File: src/hdl/vcf_pkg.sv
// Shared types, codes and limits for the validated command FIFO.
// Used by vcf_front, vcf_back and the top level; depends on nothing.
package vcf_pkg;

  localparam int QUEUE_DEPTH = 16;

  localparam logic [1:0] STATUS_OK      = 2'd0;
  localparam logic [1:0] STATUS_INVALID = 2'd1;
  localparam logic [1:0] STATUS_FULL    = 2'd2;
  localparam logic [1:0] STATUS_EMPTY   = 2'd3;

  localparam logic [1:0] CMD_SETUP  = 2'd0;
  localparam logic [1:0] CMD_SWITCH = 2'd1;
  localparam logic [1:0] CMD_HALT   = 2'd2;

  localparam logic KIND_PUSH = 1'b0;
  localparam logic KIND_POP  = 1'b1;

  localparam logic [7:0] LEVEL_MAX   = 8'd100;
  localparam logic [7:0] TIME_MAX    = 8'd240;
  localparam logic [7:0] SWITCH_MAX  = 8'd1;
  localparam logic [7:0] CHANNEL_MAX = 8'd7;

  typedef struct packed {
    logic [1:0] cmd_type;
    logic [6:0] level_lo;
    logic [6:0] level_hi;
    logic [7:0] time_limit;
    logic       switch_state;
    logic [2:0] channel;
  } entry_t;

  localparam int ENTRY_W = $bits(entry_t);

  typedef struct packed {
    logic   is_pop;
    logic   invalid;
    entry_t entry;
  } op_t;

endpackage

File: src/hdl/vcf_ram.sv
// Generic single-port-write, single-port-read RAM with registered read data.
// Stands alone; no package dependency.
module vcf_ram #(
  parameter int WIDTH = 8,
  parameter int DEPTH = 16,
  localparam int AW = (DEPTH > 1) ? $clog2(DEPTH) : 1
) (
  input  logic             clk,
  input  logic             we,
  input  logic [AW-1:0]    waddr,
  input  logic [WIDTH-1:0] wdata,
  input  logic             re,
  input  logic [AW-1:0]    raddr,
  output logic [WIDTH-1:0] rdata
);

  logic [WIDTH-1:0] mem [DEPTH];

  always_ff @(posedge clk) begin
    if (we) begin
      mem[waddr] <= wdata;
    end
    if (re) begin
      rdata <= mem[raddr];
    end
  end

endmodule

File: src/hdl/vcf_front.sv
// Front end: accepts requests, checks push commands against the per-type
// rules and holds classified requests in a two-entry queue. Uses vcf_pkg.
module vcf_front (
  input  logic             clk,
  input  logic             rst,
  input  logic             in_valid,
  output logic             in_stall,
  input  logic             kind,
  input  logic [1:0]       cmd_code,
  input  logic [7:0]       level_lo,
  input  logic [7:0]       level_hi,
  input  logic [7:0]       time_limit,
  input  logic [7:0]       switch_state,
  input  logic [7:0]       channel,
  output logic             q_valid,
  output vcf_pkg::op_t     q_op,
  input  logic             q_take
);

  logic              ok;
  vcf_pkg::entry_t   entry;
  vcf_pkg::op_t      op_in;
  vcf_pkg::op_t      slot [2];
  logic [1:0]        count;
  logic              head;
  logic              push;
  logic              wr_idx;

  always_comb begin
    case (cmd_code)
      vcf_pkg::CMD_SETUP: begin
        ok = (level_lo <= vcf_pkg::LEVEL_MAX) && (level_hi <= vcf_pkg::LEVEL_MAX) &&
             (level_lo <= level_hi) && (time_limit != 8'd0) &&
             (time_limit <= vcf_pkg::TIME_MAX);
      end
      vcf_pkg::CMD_SWITCH: begin
        ok = (switch_state <= vcf_pkg::SWITCH_MAX) && (channel <= vcf_pkg::CHANNEL_MAX);
      end
      vcf_pkg::CMD_HALT: begin
        ok = 1'b1;
      end
      default: begin
        ok = 1'b0;
      end
    endcase
  end

  always_comb begin
    entry          = '0;
    entry.cmd_type = cmd_code;
    if (cmd_code == vcf_pkg::CMD_SETUP) begin
      entry.level_lo   = level_lo[6:0];
      entry.level_hi   = level_hi[6:0];
      entry.time_limit = time_limit;
    end else if (cmd_code == vcf_pkg::CMD_SWITCH) begin
      entry.switch_state = switch_state[0];
      entry.channel      = channel[2:0];
    end
    op_in.is_pop  = (kind == vcf_pkg::KIND_POP);
    op_in.invalid = !ok;
    op_in.entry   = entry;
  end

  assign in_stall = (count == 2'd2);
  assign push     = in_valid && !in_stall;
  assign wr_idx   = (count == 2'd0) ? head : !head;
  assign q_valid  = (count != 2'd0);
  assign q_op     = slot[head];

  always_ff @(posedge clk) begin
    if (push) begin
      slot[wr_idx] <= op_in;
    end
  end

  always_ff @(posedge clk) begin
    if (rst) begin
      count <= 2'd0;
      head  <= 1'b0;
    end else begin
      if (q_take) begin
        head <= !head;
      end
      if (push && !q_take) begin
        count <= count + 2'd1;
      end else if (q_take && !push) begin
        count <= count - 2'd1;
      end
    end
  end

endmodule

File: src/hdl/vcf_back.sv
// Back end: carries out classified pushes and pops against the command RAM,
// keeps pointers and occupancy, and holds the result register. Uses vcf_pkg
// and vcf_ram.
module vcf_back #(
  parameter int QUEUE_DEPTH = vcf_pkg::QUEUE_DEPTH
) (
  input  logic         clk,
  input  logic         rst,
  input  logic         q_valid,
  input  vcf_pkg::op_t q_op,
  output logic         q_take,
  output logic         out_valid,
  input  logic         out_stall,
  output logic [1:0]   status,
  output logic [1:0]   out_type,
  output logic [6:0]   out_min_level,
  output logic [6:0]   out_max_level,
  output logic [7:0]   out_max_time,
  output logic         out_switch_state,
  output logic [2:0]   out_channel,
  output logic [4:0]   active_count,
  output logic [4:0]   free_count
);

  localparam int AW = (QUEUE_DEPTH > 1) ? $clog2(QUEUE_DEPTH) : 1;
  localparam int CW = $clog2(QUEUE_DEPTH + 1);
  localparam logic [AW-1:0] LAST_SLOT = AW'(QUEUE_DEPTH - 1);
  localparam logic [CW-1:0] FULL_OCC  = CW'(QUEUE_DEPTH);

  localparam logic ST_RUN  = 1'b0;
  localparam logic ST_READ = 1'b1;

  logic            state;
  logic [AW-1:0]   rptr;
  logic [AW-1:0]   wptr;
  logic [CW-1:0]   occ;
  logic [CW-1:0]   occ_next;
  logic            out_free;
  logic            ram_we;
  logic            ram_re;
  logic [vcf_pkg::ENTRY_W-1:0] ram_rdata;
  vcf_pkg::entry_t rd_entry;
  logic [1:0]      step_status;
  logic [31:0]     act_wide;
  logic [31:0]     free_wide;

  assign out_free = !out_valid || !out_stall;
  assign q_take   = (state == ST_RUN) && q_valid && out_free;
  assign rd_entry = vcf_pkg::entry_t'(ram_rdata);

  always_comb begin
    ram_we      = 1'b0;
    ram_re      = 1'b0;
    occ_next    = occ;
    step_status = vcf_pkg::STATUS_OK;
    if (q_op.is_pop) begin
      if (occ == '0) begin
        step_status = vcf_pkg::STATUS_EMPTY;
      end else begin
        ram_re   = q_take;
        occ_next = occ - CW'(1);
      end
    end else if (q_op.invalid) begin
      step_status = vcf_pkg::STATUS_INVALID;
    end else if (occ == FULL_OCC) begin
      step_status = vcf_pkg::STATUS_FULL;
    end else begin
      ram_we   = q_take;
      occ_next = occ + CW'(1);
    end
    act_wide  = 32'(occ_next);
    free_wide = 32'(QUEUE_DEPTH) - 32'(occ_next);
  end

  vcf_ram #(
    .WIDTH (vcf_pkg::ENTRY_W),
    .DEPTH (QUEUE_DEPTH)
  ) u_ram (
    .clk   (clk),
    .we    (ram_we),
    .waddr (wptr),
    .wdata (q_op.entry),
    .re    (ram_re),
    .raddr (rptr),
    .rdata (ram_rdata)
  );

  always_ff @(posedge clk) begin
    if (rst) begin
      state     <= ST_RUN;
      rptr      <= '0;
      wptr      <= '0;
      occ       <= '0;
      out_valid <= 1'b0;
    end else begin
      case (state)
        ST_RUN: begin
          if (q_take) begin
            occ <= occ_next;
            if (ram_we) begin
              wptr <= (wptr == LAST_SLOT) ? '0 : wptr + AW'(1);
            end
            if (ram_re) begin
              rptr      <= (rptr == LAST_SLOT) ? '0 : rptr + AW'(1);
              state     <= ST_READ;
              out_valid <= 1'b0;
            end else begin
              out_valid <= 1'b1;
            end
          end else if (out_valid && !out_stall) begin
            out_valid <= 1'b0;
          end
        end
        ST_READ: begin
          state     <= ST_RUN;
          out_valid <= 1'b1;
        end
        default: begin
          state <= ST_RUN;
        end
      endcase
    end
  end

  always_ff @(posedge clk) begin
    if (state == ST_READ) begin
      status           <= vcf_pkg::STATUS_OK;
      out_type         <= rd_entry.cmd_type;
      out_min_level    <= rd_entry.level_lo;
      out_max_level    <= rd_entry.level_hi;
      out_max_time     <= rd_entry.time_limit;
      out_switch_state <= rd_entry.switch_state;
      out_channel      <= rd_entry.channel;
    end else if (q_take) begin
      status           <= step_status;
      out_type         <= '0;
      out_min_level    <= '0;
      out_max_level    <= '0;
      out_max_time     <= '0;
      out_switch_state <= 1'b0;
      out_channel      <= '0;
      active_count     <= act_wide[4:0];
      free_count       <= free_wide[4:0];
    end
  end

  a_occ_bound: assert property (@(posedge clk) disable iff (rst) occ <= FULL_OCC)
    else $error("occupancy exceeds queue depth");
  a_read_no_out: assert property (@(posedge clk) disable iff (rst)
    state == ST_READ |-> !out_valid && !q_take)
    else $error("result register busy during RAM read");
  a_read_result: assert property (@(posedge clk) disable iff (rst)
    state == ST_READ |=> out_valid && status == vcf_pkg::STATUS_OK)
    else $error("pop result not delivered after RAM read");
  a_re_to_read: assert property (@(posedge clk) disable iff (rst)
    ram_re |=> state == ST_READ && occ == $past(occ) - CW'(1))
    else $error("RAM read issued without entering read state");

endmodule

File: src/hdl/validated_command_fifo.sv
// Top level of the validated command FIFO: front end, back end and result
// register. Uses vcf_pkg, vcf_front and vcf_back.
//
// Requests enter on the input channel (in_valid/in_stall) with kind selecting
// push or pop. Every request returns exactly one result on the output channel
// (out_valid/out_stall) with status, the popped command and the counts after
// the request. Only the fields a command type uses are stored; the rest pop
// as zero.
// The front end checks and queues up to two requests; the back end executes
// them in order against a RAM of QUEUE_DEPTH entries.
// A result for a push or a failed pop passes the front queue and the result
// register; a successful pop also passes the registered read of the command
// RAM, during which the back end takes no new request.
// Reset clears pointers, occupancy and both queues; no RAM clearing is done.
// When the receiver stalls, the result is held and the front queue fills,
// after which in_stall rises.
module validated_command_fifo #(
  parameter int QUEUE_DEPTH = vcf_pkg::QUEUE_DEPTH
) (
  input  logic       clk,
  input  logic       rst,
  input  logic       in_valid,
  output logic       in_stall,
  input  logic       kind,
  input  logic [1:0] cmd_code,
  input  logic [7:0] level_lo,
  input  logic [7:0] level_hi,
  input  logic [7:0] time_limit,
  input  logic [7:0] switch_state,
  input  logic [7:0] channel,
  output logic       out_valid,
  input  logic       out_stall,
  output logic [1:0] status,
  output logic [1:0] out_type,
  output logic [6:0] out_min_level,
  output logic [6:0] out_max_level,
  output logic [7:0] out_max_time,
  output logic       out_switch_state,
  output logic [2:0] out_channel,
  output logic [4:0] active_count,
  output logic [4:0] free_count
);

  logic         q_valid;
  logic         q_take;
  vcf_pkg::op_t q_op;

  vcf_front u_front (
    .clk          (clk),
    .rst          (rst),
    .in_valid     (in_valid),
    .in_stall     (in_stall),
    .kind         (kind),
    .cmd_code     (cmd_code),
    .level_lo     (level_lo),
    .level_hi     (level_hi),
    .time_limit   (time_limit),
    .switch_state (switch_state),
    .channel      (channel),
    .q_valid      (q_valid),
    .q_op         (q_op),
    .q_take       (q_take)
  );

  vcf_back #(
    .QUEUE_DEPTH (QUEUE_DEPTH)
  ) u_back (
    .clk              (clk),
    .rst              (rst),
    .q_valid          (q_valid),
    .q_op             (q_op),
    .q_take           (q_take),
    .out_valid        (out_valid),
    .out_stall        (out_stall),
    .status           (status),
    .out_type         (out_type),
    .out_min_level    (out_min_level),
    .out_max_level    (out_max_level),
    .out_max_time     (out_max_time),
    .out_switch_state (out_switch_state),
    .out_channel      (out_channel),
    .active_count     (active_count),
    .free_count       (free_count)
  );

endmodule
File: config.mk
export PLATFORM = sky130hd
export DESIGN_NAME = validated_command_fifo
export DESIGN_NICKNAME = d
export VERILOG_FILES = /design/src/hdl/vcf_pkg.sv /design/src/hdl/vcf_ram.sv /design/src/hdl/vcf_front.sv /design/src/hdl/vcf_back.sv /design/src/hdl/validated_command_fifo.sv
export SDC_FILE = /design/constraint.sdc
export NUM_CORES = 1
export LEC_CHECK = 0
export ABC_AREA = 1
export ABC_CLOCK_PERIOD_IN_PS = 6000
export BUFFER_PORTS_ARGS = -buffer_cell sky130_fd_sc_hd__buf_4
export CORE_AREA = 5 5 213 215
export CTS_BUF_LIST = sky130_fd_sc_hd__clkbuf_4
export CTS_CLUSTER_SIZE = 20
export DETAILED_ROUTE_END_ITERATION = 16
export DIE_AREA = 0 0 218 220
export PLACE_DENSITY_LB_ADDON = 0.05
export RECOVER_POWER = 100
export SLEW_MARGIN = 30
export SYNTH_ARGS = -nofsm -noshare
export SYNTH_HDL_FRONTEND = slang
export SYNTH_HIERARCHICAL = 1
export SYNTH_SLANG_ARGS = --single-unit
export TNS_END_PERCENT = 50
File: constraint.sdc
create_clock -name clk -period 6 [get_ports clk]
set_input_delay 0.6 -clock clk [delete_from_list [all_inputs] [get_ports clk]]
set_output_delay 0.6 -clock clk [all_outputs]
set_load 0.03 [all_outputs]
==> flow_summary.toml <==
[grt]
grt_max_degree = 105
grt_pass1_wl_mm = 89.2
overflow = 0
grt_pass1_vias = 16700
track_usage = 0.247
antenna_found_initial = 2

[yosys]
synth_most_common_cell = "nand2_1"
synth_area_per_cell_sq_um = 10.8
synthesis.instances = 2363
synthTopCellsByArea = "edfxtp_1, nand2_1, nand3_1"
synth_edf_count = 573
yosysTopAreaCell = "edfxtp_1"
synth_top_area_share = 0.676
synth-seq-cells = 594
synth_top_flop_cell = "edfxtp_1"
synth_common_cells = "nand2_1, edfxtp_1, inv_1"
async_flop_share = 0
syn-num-nets = 2424
ys_warn_count = 6
synth_cell_type_count = 34
ys_seq_area_frac = 0.692
syn_area_sq_mm = 0.0255

[sta]
finalSetupTns_ns = 0
fmax_ghz = 0.233
relSlewSlack = -0.349
setup_viol = 0
drv_slew = 222
fin_ws_ns = 1.71
timing.final.crit_share = 0.715
worst_slew_pin_slew_ns = 2.02
rsz0062_at_grt = "no"
hold_violations = 0
hold_slack_ns = 0.134
period_needed_ns = 4.29
fin_skew_ns = 0.0403

[power]
power_density_mw_per_mm2 = 438
internal_power_mw = 8.10
switchingPower_mw = 4.45
swShare = 0.355
clockPowerShare = 0.255
total_power_mw = 12.5
p_leak_nw = 12.2
p_seq_frac = 0.461
pwr-share-comb = 0.284
ir_drop_uv = 381

[clock_network]
postCtsSetupBuffers = 0
hold_buffers = 30
clockBufferDepth = 3
clock_latency_ns = 0.93
cts.sinks = 594
post_cts_resized = 0
root_buffer = "clkbuf_4"
htreeDepth = 4
tritoncts = "yes"
cts_buffers = 151
clkTransAtPathRegs_ns = 0.07

[route]
remaining_drc_errors = 0
viasPerCell = 5.16
drtIter0Drc = 1410
ant_nets = 0
drtPass1Iterations = 8
via_count = 16900
wirelength_mm = 58.1
wl_per_cell_um = 17.8

[layout]
stdcell_area_sq_mm = 0.0287
drive_above_1_share = 0.120
nNetsFinal = 2615
area_growth_pct = 12.6
fillerInstances = 3490

[die]
initial_core_util = 0.585
coreArea_sq_mm = 0.0435
num_rows = 77
die_h_um = 220
die_w_um = 218
boundaryPins = 89
die_area_sq_mm = 0.0480

[placed_design]
routabilityCongestion = 0.851
placed_cell_area_sq_mm = 0.0267
hpwlAfterDp_mm = 33.5
place_ws_ns = 2.57
portBuffers = 88

[worst_setup_path]
reg2reg_depth = 7
arrival_ns = 4.98
rr_startpoint = "u_back/rptr[0]"
critPathCaptureType = "flop"
r2r-end = "u_back/u_ram/rdata[13]"
crit_path_max_fanout = 69
r2r_slack_ns = 1.71
critical_path_class = "reg -> reg"
required_ns = 6.69
startpoint_type = "flop"

[flow_run]
maxCapViolCount = 6

[worst_hold_path]
hp-class = "in -> reg"
hold_end = "u_front/slot[0][5]"
worstHoldStart = "time_limit[1]"
min_path_cells = 3

[run_status]
violations = "capacitance limit, slew limit"
outcome = "finished, violations left"
## sequential cells by signal, indices dropped and copies added (netlist names), named ones only
signal,cells
u_front/slot,60
u_back/rptr,4
u_back/wptr,4
u_back/out_min_level,7
u_front/count,2
u_back/out_channel,3
u_back/out_max_time,8
u_back/out_max_level,7
u_back/u_ram/mem,448
u_back/status,2
u_back/occ,5
u_back/free_count,4
u_back/out_valid,1
u_back/active_count,5
u_back/u_ram/rdata,28
u_back/out_switch_state,1
u_back/state,1
u_back/out_type,2
u_front/head,1
## how the worst max path moves through the flow
stage | end | startpoint
after detailed placement | u_back/u_ram/mem[13][3] | flop
after global placement | u_back/u_ram/mem[13][1] | flop
final | u_back/u_ram/rdata[13] | u_back/rptr[0]
after CTS | u_back/u_ram/mem[13][4] | flop
after floorplan | u_back/u_ram/mem[12][0] | flop
after global routing | u_back/u_ram/mem[9][26] | flop
## critical path, cell delays in order (launching register included)
cell	delay [ns]
dfxtp_1	0.91
clkbuf_2	1.02
clkbuf_2	1.28
nand2_1	0.19
nand3_1	0.16
nand3_1	0.15
nand3_1	0.14
nand2_1	0.07
## area by class of cell
class,count,area (sq um),area share
Inverter,435,1640,0.0572
Sequential cell,594,17600,0.615
Multi-Input combinational cell,1230,5710,0.199
Clock inverter,51,199,0.00694
Clock buffer,217,1630,0.0568
Antenna cell,5,12.5,0.000436
Timing Repair Buffer,142,1110,0.0388
Tap cell,592,741,0.0258
## cell usage in the layout (no fill, tap or decap), types with 3 or more instances in the layout
cell           netlist  routed
mux2_1               0      29
nand4_1              5       5
xor2_1               3       3
dfxtp_1             21      19
clkbuf_1            12      49
edfxtp_1           573     573
o21ai_0             13      15
ha_1                14      14
nand3b_1             5       5
nor2_4               5      19
clkbuf_4             0     218
dlygate4sd3_1        0      30
inv_1              428     429
diode_2              0       5
nand3_1            355     357
a21oi_1             20      20
buf_4               22      52
inv_2                6       5
clkinv_1             0      44
nor2_1              77      61
clkinv_2             0       7
buf_16               0       8
nand2_1            680     685
## metrics by stage
step | util | cells
floorplan | - | 2363
global placement | 0.610 | 2955
detailed placement | 0.612 | 2959
CTS | 0.661 | 3257
global route | 0.658 | 3262
finish | 0.659 | 3266
## kinds of logic after synthesis
kind of cell	after synthesis	share of synthesized area
flops	594	0.692
buf+inv	539	0.0866
mux	30	0.0133
xor+xnor	5	0.00172
compound gates	40	0.00830
simple gates	1141	0.191
fa+ha+maj	14	0.00688
## power by group through the flow
| stage | Sequential, mW | Combinational (mW) | Clock, mW |
|---|---|---|---|
| finish | 5.78 | 3.56 | 3.20 |
| CTS | 5.77 | 3.78 | 3.30 |
| floorplan | 6.03 | 2.35 | 0 |
| global placement | 5.84 | 3.67 | 0 |
| detailed placement | 5.85 | 3.75 | 0 |
| global route | 5.82 | 3.94 | 3.53 |
## routing by layer
| layer | GRT usage | vias to the layer above | share of wire |
|---|---|---|---|
| met5 | 0 | - | 0 |
| met4 | 0.101 | 0 | 0.028 |
| met3 | 0.0666 | 106 | 0.083 |
| met2 | 0.409 | 606 | 0.49 |
| met1 | 0.310 | 7987 | 0.40 |
| li1 | - | 8168 | - |
(Power assumes the default switching activity.)
